### config.mk
export PLATFORM = sky130hd
export DESIGN_NAME = sha256_digest_engine
export DESIGN_NICKNAME = d
export VERILOG_FILES = /design/src/rtl/core/sha_pkg.sv /design/src/rtl/core/sha_front.sv /design/src/rtl/core/sha_core.sv /design/src/rtl/core/sha256_digest_engine.sv
export VERILOG_INCLUDE_DIRS = /design/src /design/src/rtl/core
export SDC_FILE = /design/constraint.sdc
export NUM_CORES = 2
export LEC_CHECK = 0
export BUFFER_PORTS_ARGS = -buffer_cell sky130_fd_sc_hd__buf_2
export CORE_ASPECT_RATIO = 1.1
export CORE_MARGIN = 1
export CORE_UTILIZATION = 60
export CTS_CLUSTER_SIZE = 14
export DETAILED_ROUTE_END_ITERATION = 7
export GPL_TIMING_DRIVEN = 0
export PLACE_DENSITY = 0.76
export SYNTH_ARGS = -nofsm -noshare
export SYNTH_HDL_FRONTEND = slang
export SYNTH_HIERARCHICAL = 1
export SYNTH_SLANG_ARGS = --single-unit
export TNS_END_PERCENT = 5
### constraint.sdc
create_clock -name clk -period 41.8 [get_ports clk]
set_input_delay 6.27 -clock clk [delete_from_list [all_inputs] [get_ports clk]]
set_output_delay 6.27 -clock clk [all_outputs]
set_load 0.05 [all_outputs]
### src/rtl/core/sha256_digest_engine_assert.svh
// Assertion macros for the SHA-256 digest engine.
`ifndef SHA256_DIGEST_ENGINE_ASSERT_SVH
`define SHA256_DIGEST_ENGINE_ASSERT_SVH
`ifndef SYNTHESIS
`define SHA_ASSERT(label, clk, rst_n, prop, msg) \
label: assert property (@(posedge clk) disable iff (!rst_n) prop) else $error(msg);
`define SHA_ASSERT_NEXT(label, clk, rst_n, ante, cons, msg) \
label: assert property (@(posedge clk) disable iff (!rst_n) ante |=> cons) else $error(msg);
`else
`define SHA_ASSERT(label, clk, rst_n, prop, msg)
`define SHA_ASSERT_NEXT(label, clk, rst_n, ante, cons, msg)
`endif
`endif

### src/rtl/core/sha_pkg.sv
// Shared types, constants and functions of the SHA-256 digest engine.
package sha_pkg;
	typedef struct packed {
		logic [7:0] data_byte;
		logic       byte_valid;
		logic       end_of_message;
	} sha_in_t;

	typedef struct packed {
		logic [31:0] digest_word;
		logic        last_word;
	} sha_out_t;

	// one request from front to back
	typedef struct packed {
		logic [7:0] data_byte;
		logic       byte_valid;
		logic       end_of_message;
	} sha_cmd_t;

	localparam int QDepth = 4;
	localparam int QAw    = $clog2(QDepth);

	localparam logic [255:0] InitHash = {
		32'h6a09e667, 32'hbb67ae85, 32'h3c6ef372, 32'ha54ff53a,
		32'h510e527f, 32'h9b05688c, 32'h1f83d9ab, 32'h5be0cd19};

	localparam logic [7:0] PadByte = 8'h80;

	function automatic logic [31:0] round_k(input logic [5:0] i);
		logic [31:0] k;
		begin
			case (i)
			6'd0: k = 32'h428a2f98; 6'd1: k = 32'h71374491; 6'd2: k = 32'hb5c0fbcf;
			6'd3: k = 32'he9b5dba5; 6'd4: k = 32'h3956c25b; 6'd5: k = 32'h59f111f1;
			6'd6: k = 32'h923f82a4; 6'd7: k = 32'hab1c5ed5; 6'd8: k = 32'hd807aa98;
			6'd9: k = 32'h12835b01; 6'd10: k = 32'h243185be; 6'd11: k = 32'h550c7dc3;
			6'd12: k = 32'h72be5d74; 6'd13: k = 32'h80deb1fe; 6'd14: k = 32'h9bdc06a7;
			6'd15: k = 32'hc19bf174; 6'd16: k = 32'he49b69c1; 6'd17: k = 32'hefbe4786;
			6'd18: k = 32'h0fc19dc6; 6'd19: k = 32'h240ca1cc; 6'd20: k = 32'h2de92c6f;
			6'd21: k = 32'h4a7484aa; 6'd22: k = 32'h5cb0a9dc; 6'd23: k = 32'h76f988da;
			6'd24: k = 32'h983e5152; 6'd25: k = 32'ha831c66d; 6'd26: k = 32'hb00327c8;
			6'd27: k = 32'hbf597fc7; 6'd28: k = 32'hc6e00bf3; 6'd29: k = 32'hd5a79147;
			6'd30: k = 32'h06ca6351; 6'd31: k = 32'h14292967; 6'd32: k = 32'h27b70a85;
			6'd33: k = 32'h2e1b2138; 6'd34: k = 32'h4d2c6dfc; 6'd35: k = 32'h53380d13;
			6'd36: k = 32'h650a7354; 6'd37: k = 32'h766a0abb; 6'd38: k = 32'h81c2c92e;
			6'd39: k = 32'h92722c85; 6'd40: k = 32'ha2bfe8a1; 6'd41: k = 32'ha81a664b;
			6'd42: k = 32'hc24b8b70; 6'd43: k = 32'hc76c51a3; 6'd44: k = 32'hd192e819;
			6'd45: k = 32'hd6990624; 6'd46: k = 32'hf40e3585; 6'd47: k = 32'h106aa070;
			6'd48: k = 32'h19a4c116; 6'd49: k = 32'h1e376c08; 6'd50: k = 32'h2748774c;
			6'd51: k = 32'h34b0bcb5; 6'd52: k = 32'h391c0cb3; 6'd53: k = 32'h4ed8aa4a;
			6'd54: k = 32'h5b9cca4f; 6'd55: k = 32'h682e6ff3; 6'd56: k = 32'h748f82ee;
			6'd57: k = 32'h78a5636f; 6'd58: k = 32'h84c87814; 6'd59: k = 32'h8cc70208;
			6'd60: k = 32'h90befffa; 6'd61: k = 32'ha4506ceb; 6'd62: k = 32'hbef9a3f7;
			default: k = 32'hc67178f2;
			endcase
			return k;
		end
	endfunction
endpackage

### src/rtl/core/sha_front.sv
// Input stage and request queue: drops empty items, buffers the rest.
module sha_front import sha_pkg::*; (
	input  logic     clk,
	input  logic     arst_n,
	input  logic     push,
	output logic     full,
	input  sha_in_t  in_item,
	output logic     cmd_valid,
	input  logic     cmd_take,
	output sha_cmd_t cmd
);
	sha_cmd_t         mem_q [QDepth];
	logic [QAw-1:0]   wr_q, rd_q;
	logic [QAw:0]     cnt_q;
	logic             acc, keep;

	assign full      = (cnt_q == (QAw+1)'(QDepth));
	assign acc       = push && !full;
	// items with neither flag change nothing
	assign keep      = acc && (in_item.byte_valid || in_item.end_of_message);
	assign cmd_valid = (cnt_q != '0);
	assign cmd       = mem_q[rd_q];

	always_ff @(posedge clk) begin
		if (keep) begin
			mem_q[wr_q] <= '{in_item.data_byte, in_item.byte_valid, in_item.end_of_message};
		end
	end

	always_ff @(posedge clk or negedge arst_n) begin
		if (!arst_n) begin
			wr_q  <= '0;
			rd_q  <= '0;
			cnt_q <= '0;
		end else begin
			if (keep) wr_q <= wr_q + 1'b1;
			if (cmd_take) rd_q <= rd_q + 1'b1;
			cnt_q <= cnt_q + (QAw+1)'(keep) - (QAw+1)'(cmd_take);
		end
	end
endmodule

### src/rtl/core/sha_core.sv
// Block assembly, padding, 64-round compression and digest output.
module sha_core import sha_pkg::*; (
	input  logic     clk,
	input  logic     arst_n,
	input  logic     cmd_valid,
	output logic     cmd_take,
	input  sha_cmd_t cmd,
	output logic     empty,
	input  logic     pop,
	output sha_out_t result
);
	localparam logic [2:0] StIdle = 3'd0;
	localparam logic [2:0] StPad  = 3'd1;
	localparam logic [2:0] StRnd  = 3'd2;
	localparam logic [2:0] StAdd  = 3'd3;
	localparam logic [2:0] StOut  = 3'd4;

	logic [2:0]   st_q;
	logic [31:0]  w_q [16];
	logic [255:0] h_q;
	logic [31:0]  a_q, b_q, c_q, d_q, e_q, f_q, g_q, hh_q;
	logic [5:0]   pos_q, rnd_q;
	logic [63:0]  len_q;
	logic         fin_q;   // message end pending: pad then emit
	logic         lenin_q; // length field already written
	logic [2:0]   oidx_q;

	logic [31:0] wm2, wm15, s0, s1, wnew, wcur, e1, ch, e0, mj, t1, t2;
	logic [7:0]  pbyte;
	logic [7:0]  in_byte;
	logic        do_byte;
	logic        padfirst_q, padfirst;

	always_comb begin
		wm2  = w_q[14];
		wm15 = w_q[1];
		s1   = {wm2[16:0], wm2[31:17]} ^ {wm2[18:0], wm2[31:19]} ^ (wm2 >> 10);
		s0   = {wm15[6:0], wm15[31:7]} ^ {wm15[17:0], wm15[31:18]} ^ (wm15 >> 3);
		wnew = s1 + w_q[9] + s0 + w_q[0];
		wcur = w_q[0];
		e1   = {e_q[5:0], e_q[31:6]} ^ {e_q[10:0], e_q[31:11]} ^ {e_q[24:0], e_q[31:25]};
		ch   = (e_q & f_q) ^ (~e_q & g_q);
		t1   = hh_q + e1 + ch + round_k(rnd_q) + wcur;
		e0   = {a_q[1:0], a_q[31:2]} ^ {a_q[12:0], a_q[31:13]} ^ {a_q[21:0], a_q[31:22]};
		mj   = (a_q & b_q) ^ (a_q & c_q) ^ (b_q & c_q);
		t2   = e0 + mj;
	end

	// length bytes, big-endian, in positions 56..63
	always_comb begin
		pbyte = 8'h00;
		if (pos_q >= 6'd56 && lenin_q) pbyte = len_q[{3'd7 - pos_q[2:0], 3'b000} +: 8];
	end

	assign cmd_take = (st_q == StIdle) && cmd_valid;
	assign empty    = (st_q != StOut);
	assign result   = '{h_q[255 - 32*oidx_q -: 32], oidx_q == 3'd7};

	assign padfirst = padfirst_q;

	// schedule window shifts as a byte lane: 16 words, byte enters at the low end
	always_comb begin
		do_byte = 1'b0;
		in_byte = pbyte;
		if (st_q == StIdle && cmd_valid && cmd.byte_valid) begin
			do_byte = 1'b1;
			in_byte = cmd.data_byte;
		end else if (st_q == StPad) begin
			do_byte = 1'b1;
			in_byte = (pos_q >= 6'd56 && lenin_q) ? pbyte : (padfirst ? PadByte : 8'h00);
		end
	end

	always_ff @(posedge clk) begin
		if (do_byte) begin
			for (int i = 0; i < 15; i++) w_q[i] <= {w_q[i][23:0], w_q[i+1][31:24]};
			w_q[15] <= {w_q[15][23:0], in_byte};
		end else if (st_q == StRnd) begin
			for (int i = 0; i < 15; i++) w_q[i] <= w_q[i+1];
			w_q[15] <= wnew;
		end
	end

	always_ff @(posedge clk or negedge arst_n) begin
		if (!arst_n) begin
			st_q <= StIdle; h_q <= InitHash; pos_q <= '0; len_q <= '0; rnd_q <= '0;
			fin_q <= 1'b0; lenin_q <= 1'b0; oidx_q <= '0; padfirst_q <= 1'b0;
			{a_q, b_q, c_q, d_q, e_q, f_q, g_q, hh_q} <= '0;
		end else begin
			case (st_q)
			StIdle: if (cmd_valid) begin
				fin_q <= cmd.end_of_message;
				padfirst_q <= 1'b1;
				lenin_q <= 1'b0;
				if (cmd.byte_valid) begin
					len_q <= len_q + 64'd8;
					pos_q <= pos_q + 1'b1;
					if (pos_q == 6'd63) begin
						st_q <= StRnd; rnd_q <= '0;
						{a_q, b_q, c_q, d_q, e_q, f_q, g_q, hh_q} <= h_q;
					end else if (cmd.end_of_message) st_q <= StPad;
				end else if (cmd.end_of_message) st_q <= StPad;
			end
			StPad: begin
				padfirst_q <= 1'b0;
				pos_q <= pos_q + 1'b1;
				// length goes in only if room remained after the 0x80 byte
				if (pos_q == 6'd55) lenin_q <= 1'b1;
				if (pos_q == 6'd63) begin
					st_q <= StRnd; rnd_q <= '0;
					{a_q, b_q, c_q, d_q, e_q, f_q, g_q, hh_q} <= h_q;
				end
			end
			StRnd: begin
				{a_q, b_q, c_q, d_q} <= {t1 + t2, a_q, b_q, c_q};
				{e_q, f_q, g_q, hh_q} <= {d_q + t1, e_q, f_q, g_q};
				rnd_q <= rnd_q + 1'b1;
				if (rnd_q == 6'd63) st_q <= StAdd;
			end
			StAdd: begin
				h_q <= {h_q[255:224] + a_q, h_q[223:192] + b_q, h_q[191:160] + c_q,
					h_q[159:128] + d_q, h_q[127:96] + e_q, h_q[95:64] + f_q,
					h_q[63:32] + g_q, h_q[31:0] + hh_q};
				if (!fin_q) st_q <= StIdle;
				else if (lenin_q) begin st_q <= StOut; oidx_q <= '0; end
				else st_q <= StPad;
			end
			StOut: if (pop) begin
				oidx_q <= oidx_q + 1'b1;
				if (oidx_q == 3'd7) begin
					st_q <= StIdle; h_q <= InitHash; len_q <= '0; pos_q <= '0;
					fin_q <= 1'b0; lenin_q <= 1'b0;
				end
			end
			default: st_q <= StIdle;
			endcase
		end
	end
endmodule

### src/rtl/core/sha256_digest_engine.sv
// Top level of the SHA-256 digest engine.
// SHA-256 over a byte stream. Bytes enter a four-entry request queue and are
// absorbed one per cycle while the core is idle; each full 64-byte block then
// goes through the 64 rounds and the chaining add, during which no bytes are
// taken, the queue fills and full rises. On an end item the engine pads (one
// or two pad blocks), compresses, and offers eight digest words h0 first, one
// per pop. The sustained rate is set by the single round unit: no byte of the
// next block is taken while a block of 64 bytes is compressed.
module sha256_digest_engine import sha_pkg::*; (
	input  logic     clk,
	input  logic     arst_n,
	input  logic     push,
	output logic     full,
	input  sha_in_t  in_item,
	output logic     empty,
	input  logic     pop,
	output sha_out_t result
);
`include "sha256_digest_engine_assert.svh"
	logic     cmd_valid, cmd_take;
	sha_cmd_t cmd;

	sha_front u_front (.clk, .arst_n, .push, .full, .in_item, .cmd_valid, .cmd_take, .cmd);
	sha_core  u_core (.clk, .arst_n, .cmd_valid, .cmd_take, .cmd, .empty, .pop, .result);

	`SHA_ASSERT(a_take_valid, clk, arst_n, cmd_take |-> cmd_valid, "take from empty queue")
	`SHA_ASSERT_NEXT(a_pop_hold, clk, arst_n, (!empty && !pop), !empty, "result dropped")
endmodule
==> results_dict.tcl <==
set metrics [dict create \
    status "finished, violations left" \
    violations "DRC, capacitance limit, slew limit" \
    postCtsSetupRepairBufs 0 \
    min_path_cells 2 \
    hold_viol 0 \
    htreeDepth 3 \
    synth_area_um2 77100 \
    path_common_cell "a21oi_1" \
    maxSlewHeadroom -0.110 \
    min_period_over_period 0.277 \
    yosysSeqAreaShare 0.412 \
    grt_max_degree 111 \
    syn_inst 8437 \
    antenna_found_initial 19 \
    place_hpwl_um 243000 \
    gr-total-overflow 0 \
    drive_gt1_frac 0.0694 \
    synth_area_per_cell_um2 9.14 \
    die_h_um 378 \
    track_usage 0.488 \
    fin_skew_ns 0.0584 \
    cts_hold_buf 0 \
    place_congestion 1.10 \
    cts-root-buf "clkbuf_16" \
    portBuffers 48 \
    clk_pin_slew_worst_paths_ns 0.06 \
    async_flop_share 0.521 \
    nets 9240 \
    r2r_end "u_core/a_q[31]$_DFFE_PN0P_" \
    ys_types 109 \
    syn_nets 9050 \
    cts_tree "done" \
    rows 137 \
    worstRegToRegCells 34 \
    fmax_mhz 86.2 \
    yosysWarningCount 6 \
    slew_violations 102 \
    area_growth_pct 9.08 \
    synth_edf_count 552 \
    ioPinCount 49 \
    clockBufferDepth 3 \
    crit_path_start_kind "register" \
    cp-end-kind "register" \
    cp_slowest_cell "clkbuf_1" \
    die_area_um2 130000 \
    maxCapViolations 11 \
    wirelength_um 318000 \
    rsz0062_at_grt "no" \
    setup_violations 0 \
    finalCriticalPeriod_ns 11.59 \
    pre_cts_ws_ns 30.81 \
    clkSinkCount 1153 \
    vias_per_cell 6.73 \
    drc 1 \
    hold_path_class "register to register" \
    setup-tns-final_ns 0 \
    worstPathArrival_ns 12.23 \
    dpl_cell_area_um2 79800 \
    synthFlopType "edfxtp_1" \
    ant_nets 0 \
    clock_latency_ns 0.82 \
    grt_pass1_vias 66939 \
    start_util 0.606 \
    num_vias 70056 \
    drtIter0Drc 9617 \
    cp.required_ns 42.44 \
    r2r_slack_ns 30.21 \
    cts_made_buffers 121 \
    r2r_start "u_core/rnd_q[2]$_DFFE_PN0P_" \
    cts_resized 0 \
    coreArea_um2 127000 \
    cp_slowest_stage_delay_ns 0.90 \
    ys_seq_elements 1153 \
    cp_max_fo 17 \
    grt_pass1_wl_um 454000 \
    die_w_um 344 \
    max_slew.worst_pin.slew_ns 1.67 \
    stdcell_area_um2 84100 \
    hold_end "u_core/h_q[159]$_DFFE_PN1P_" \
    worstHoldStart "u_core/h_q[159]$_DFFE_PN1P_" \
    wire_per_inst_um 30.5 \
    dr.pass1.iters 8 \
    critical_path_class "register to register" \
    setup_ws_ns 30.21 \
]
metrics by stage:
step	utilization	hold slack, ns	instances
6_report	0.661	0.498	10413
5_1_grt	0.661	0.513	10403
4_1_cts	0.660	0.494	10399
3_5_place_dp	0.628	0.485	10169
3_3_place_gp	0.624	0.474	10153
2_1_floorplan	-	0.450	8437
worst max-delay path: cells and delay by family (launching register included):
family | cells | cell delay, ns
adders and majority gates | 6 | 2.65
DFF | 1 | 0.52
and+or+nand+nor | 1 | 0.44
AOI/OAI and AO/OA | 20 | 5.29
xor gates and xnor gates | 2 | 0.50
buffers and inverters | 5 | 2.01
final cells by class:
cell class,instances,area [um2]
Buffer,495,1880
Multi-Input combinational cell,6492,42300
Clock buffer,169,3390
Timing Repair Buffer,67,704
Tap cell,1668,2090
Sequential cell,1153,31800
Inverter,297,1110
Fill cell,10222,43100
Antenna cell,11,27.5
Clock inverter,61,771
Yosys cell counts (30+ instances only):
cell | instances | area share
inv_1 | 294 | 0.014
dfrtp_1 | 465 | 0.15
nand3_1 | 139 | 0.0090
o211ai_1 | 36 | 0.0035
xor2_1 | 220 | 0.025
and3_1 | 47 | 0.0038
o21bai_1 | 37 | 0.0036
o21ai_0 | 505 | 0.033
a21o_1 | 157 | 0.015
nand4_1 | 35 | 0.0028
dfstp_2 | 136 | 0.046
o22ai_1 | 220 | 0.018
nand2_1 | 1921 | 0.094
a31oi_1 | 55 | 0.0045
mux4_2 | 92 | 0.027
or3_1 | 37 | 0.0030
clkbuf_1 | 448 | 0.022
nor2_1 | 743 | 0.036
a21oi_1 | 491 | 0.032
xnor2_1 | 404 | 0.046
ha_1 | 403 | 0.065
o21a_1 | 52 | 0.0051
nand2b_1 | 61 | 0.0050
fa_1 | 196 | 0.051
edfxtp_1 | 552 | 0.22
a211oi_1 | 50 | 0.0049
nor2b_1 | 44 | 0.0036
buf_1 | 42 | 0.0020
nor3_1 | 102 | 0.0066
o31ai_1 | 30 | 0.0029
cells by family after synthesis:
family / Yosys count / share of synthesized area
flops: 1153 / 0.412
compound gates: 1875 / 0.151
buf+inv: 792 / 0.0388
xor+xnor: 624 / 0.0709
simple gates: 3229 / 0.174
fa+ha+maj: 622 / 0.119
mux: 142 / 0.0340
routing by layer:
layer	routed length, um	GRT usage	vias up
li1	-	-	29721
met1	106000	0.568	33766
met2	139000	0.739	5142
met3	39900	0.150	1409
met4	32400	0.406	18
met5	292	0.0121	-
registers in the layout, indices dropped and copies added, names as in the netlist, 6 cells and up:
signal	flops
u_core/w_q	512
u_core/h_q	256
u_core/len_q	61
u_front/mem_q	40
u_core/a_q	32
u_core/b_q	32
u_core/c_q	32
u_core/d_q	32
u_core/e_q	32
u_core/f_q	32
u_core/g_q	32
u_core/hh_q	32
u_core/pos_q	6
u_core/rnd_q	6
how the worst max path moves through the flow:
stage,start,endpoint,slack (ns),cells past startpoint
2_1_floorplan,u_front/rd_q[0]$_DFFE_PN0P_,u_core/w_q[0][0]$_DFFE_PP_,27.84,7
3_3_place_gp,arst_n,u_core/len_q[50]$_DFFE_PN0P_,21.32,1
3_5_place_dp,u_core/rnd_q[0]$_DFFE_PN0P_,u_core/a_q[31]$_DFFE_PN0P_,30.81,39
4_1_cts,u_core/rnd_q[0]$_DFFE_PN0P_,u_core/a_q[31]$_DFFE_PN0P_,30.81,39
5_1_grt,u_core/rnd_q[0]$_DFFE_PN0P_,u_core/a_q[30]$_DFFE_PN0P_,30.04,39
6_report,u_core/rnd_q[2]$_DFFE_PN0P_,u_core/a_q[31]$_DFFE_PN0P_,30.21,34
cells in the final DEF, fill, tap and decap left out, drive strengths merged, types with 17 or more instances in the layout:
cell / n
a211oi: 52
a21o: 157
a21oi: 495
a22oi: 21
a31oi: 57
and2: 28
and3: 47
buf: 111
clkbuf: 620
clkinv: 39
dfrtp: 465
dfstp: 136
edfxtp: 552
fa: 196
ha: 403
inv: 299
maj3: 23
mux2: 25
mux2i: 24
mux4: 93
nand2: 1921
nand2b: 61
nand3: 140
nand4: 35
nor2: 747
nor2b: 44
nor3: 105
o211ai: 38
o21a: 52
o21ai: 524
o21bai: 37
o22ai: 220
o31ai: 33
or2: 17
or3: 39
xnor2: 404
xor2: 220
Power is not shown: default switching activity piles up to over one toggle a cycle in this logic, so the estimate is an artifact.
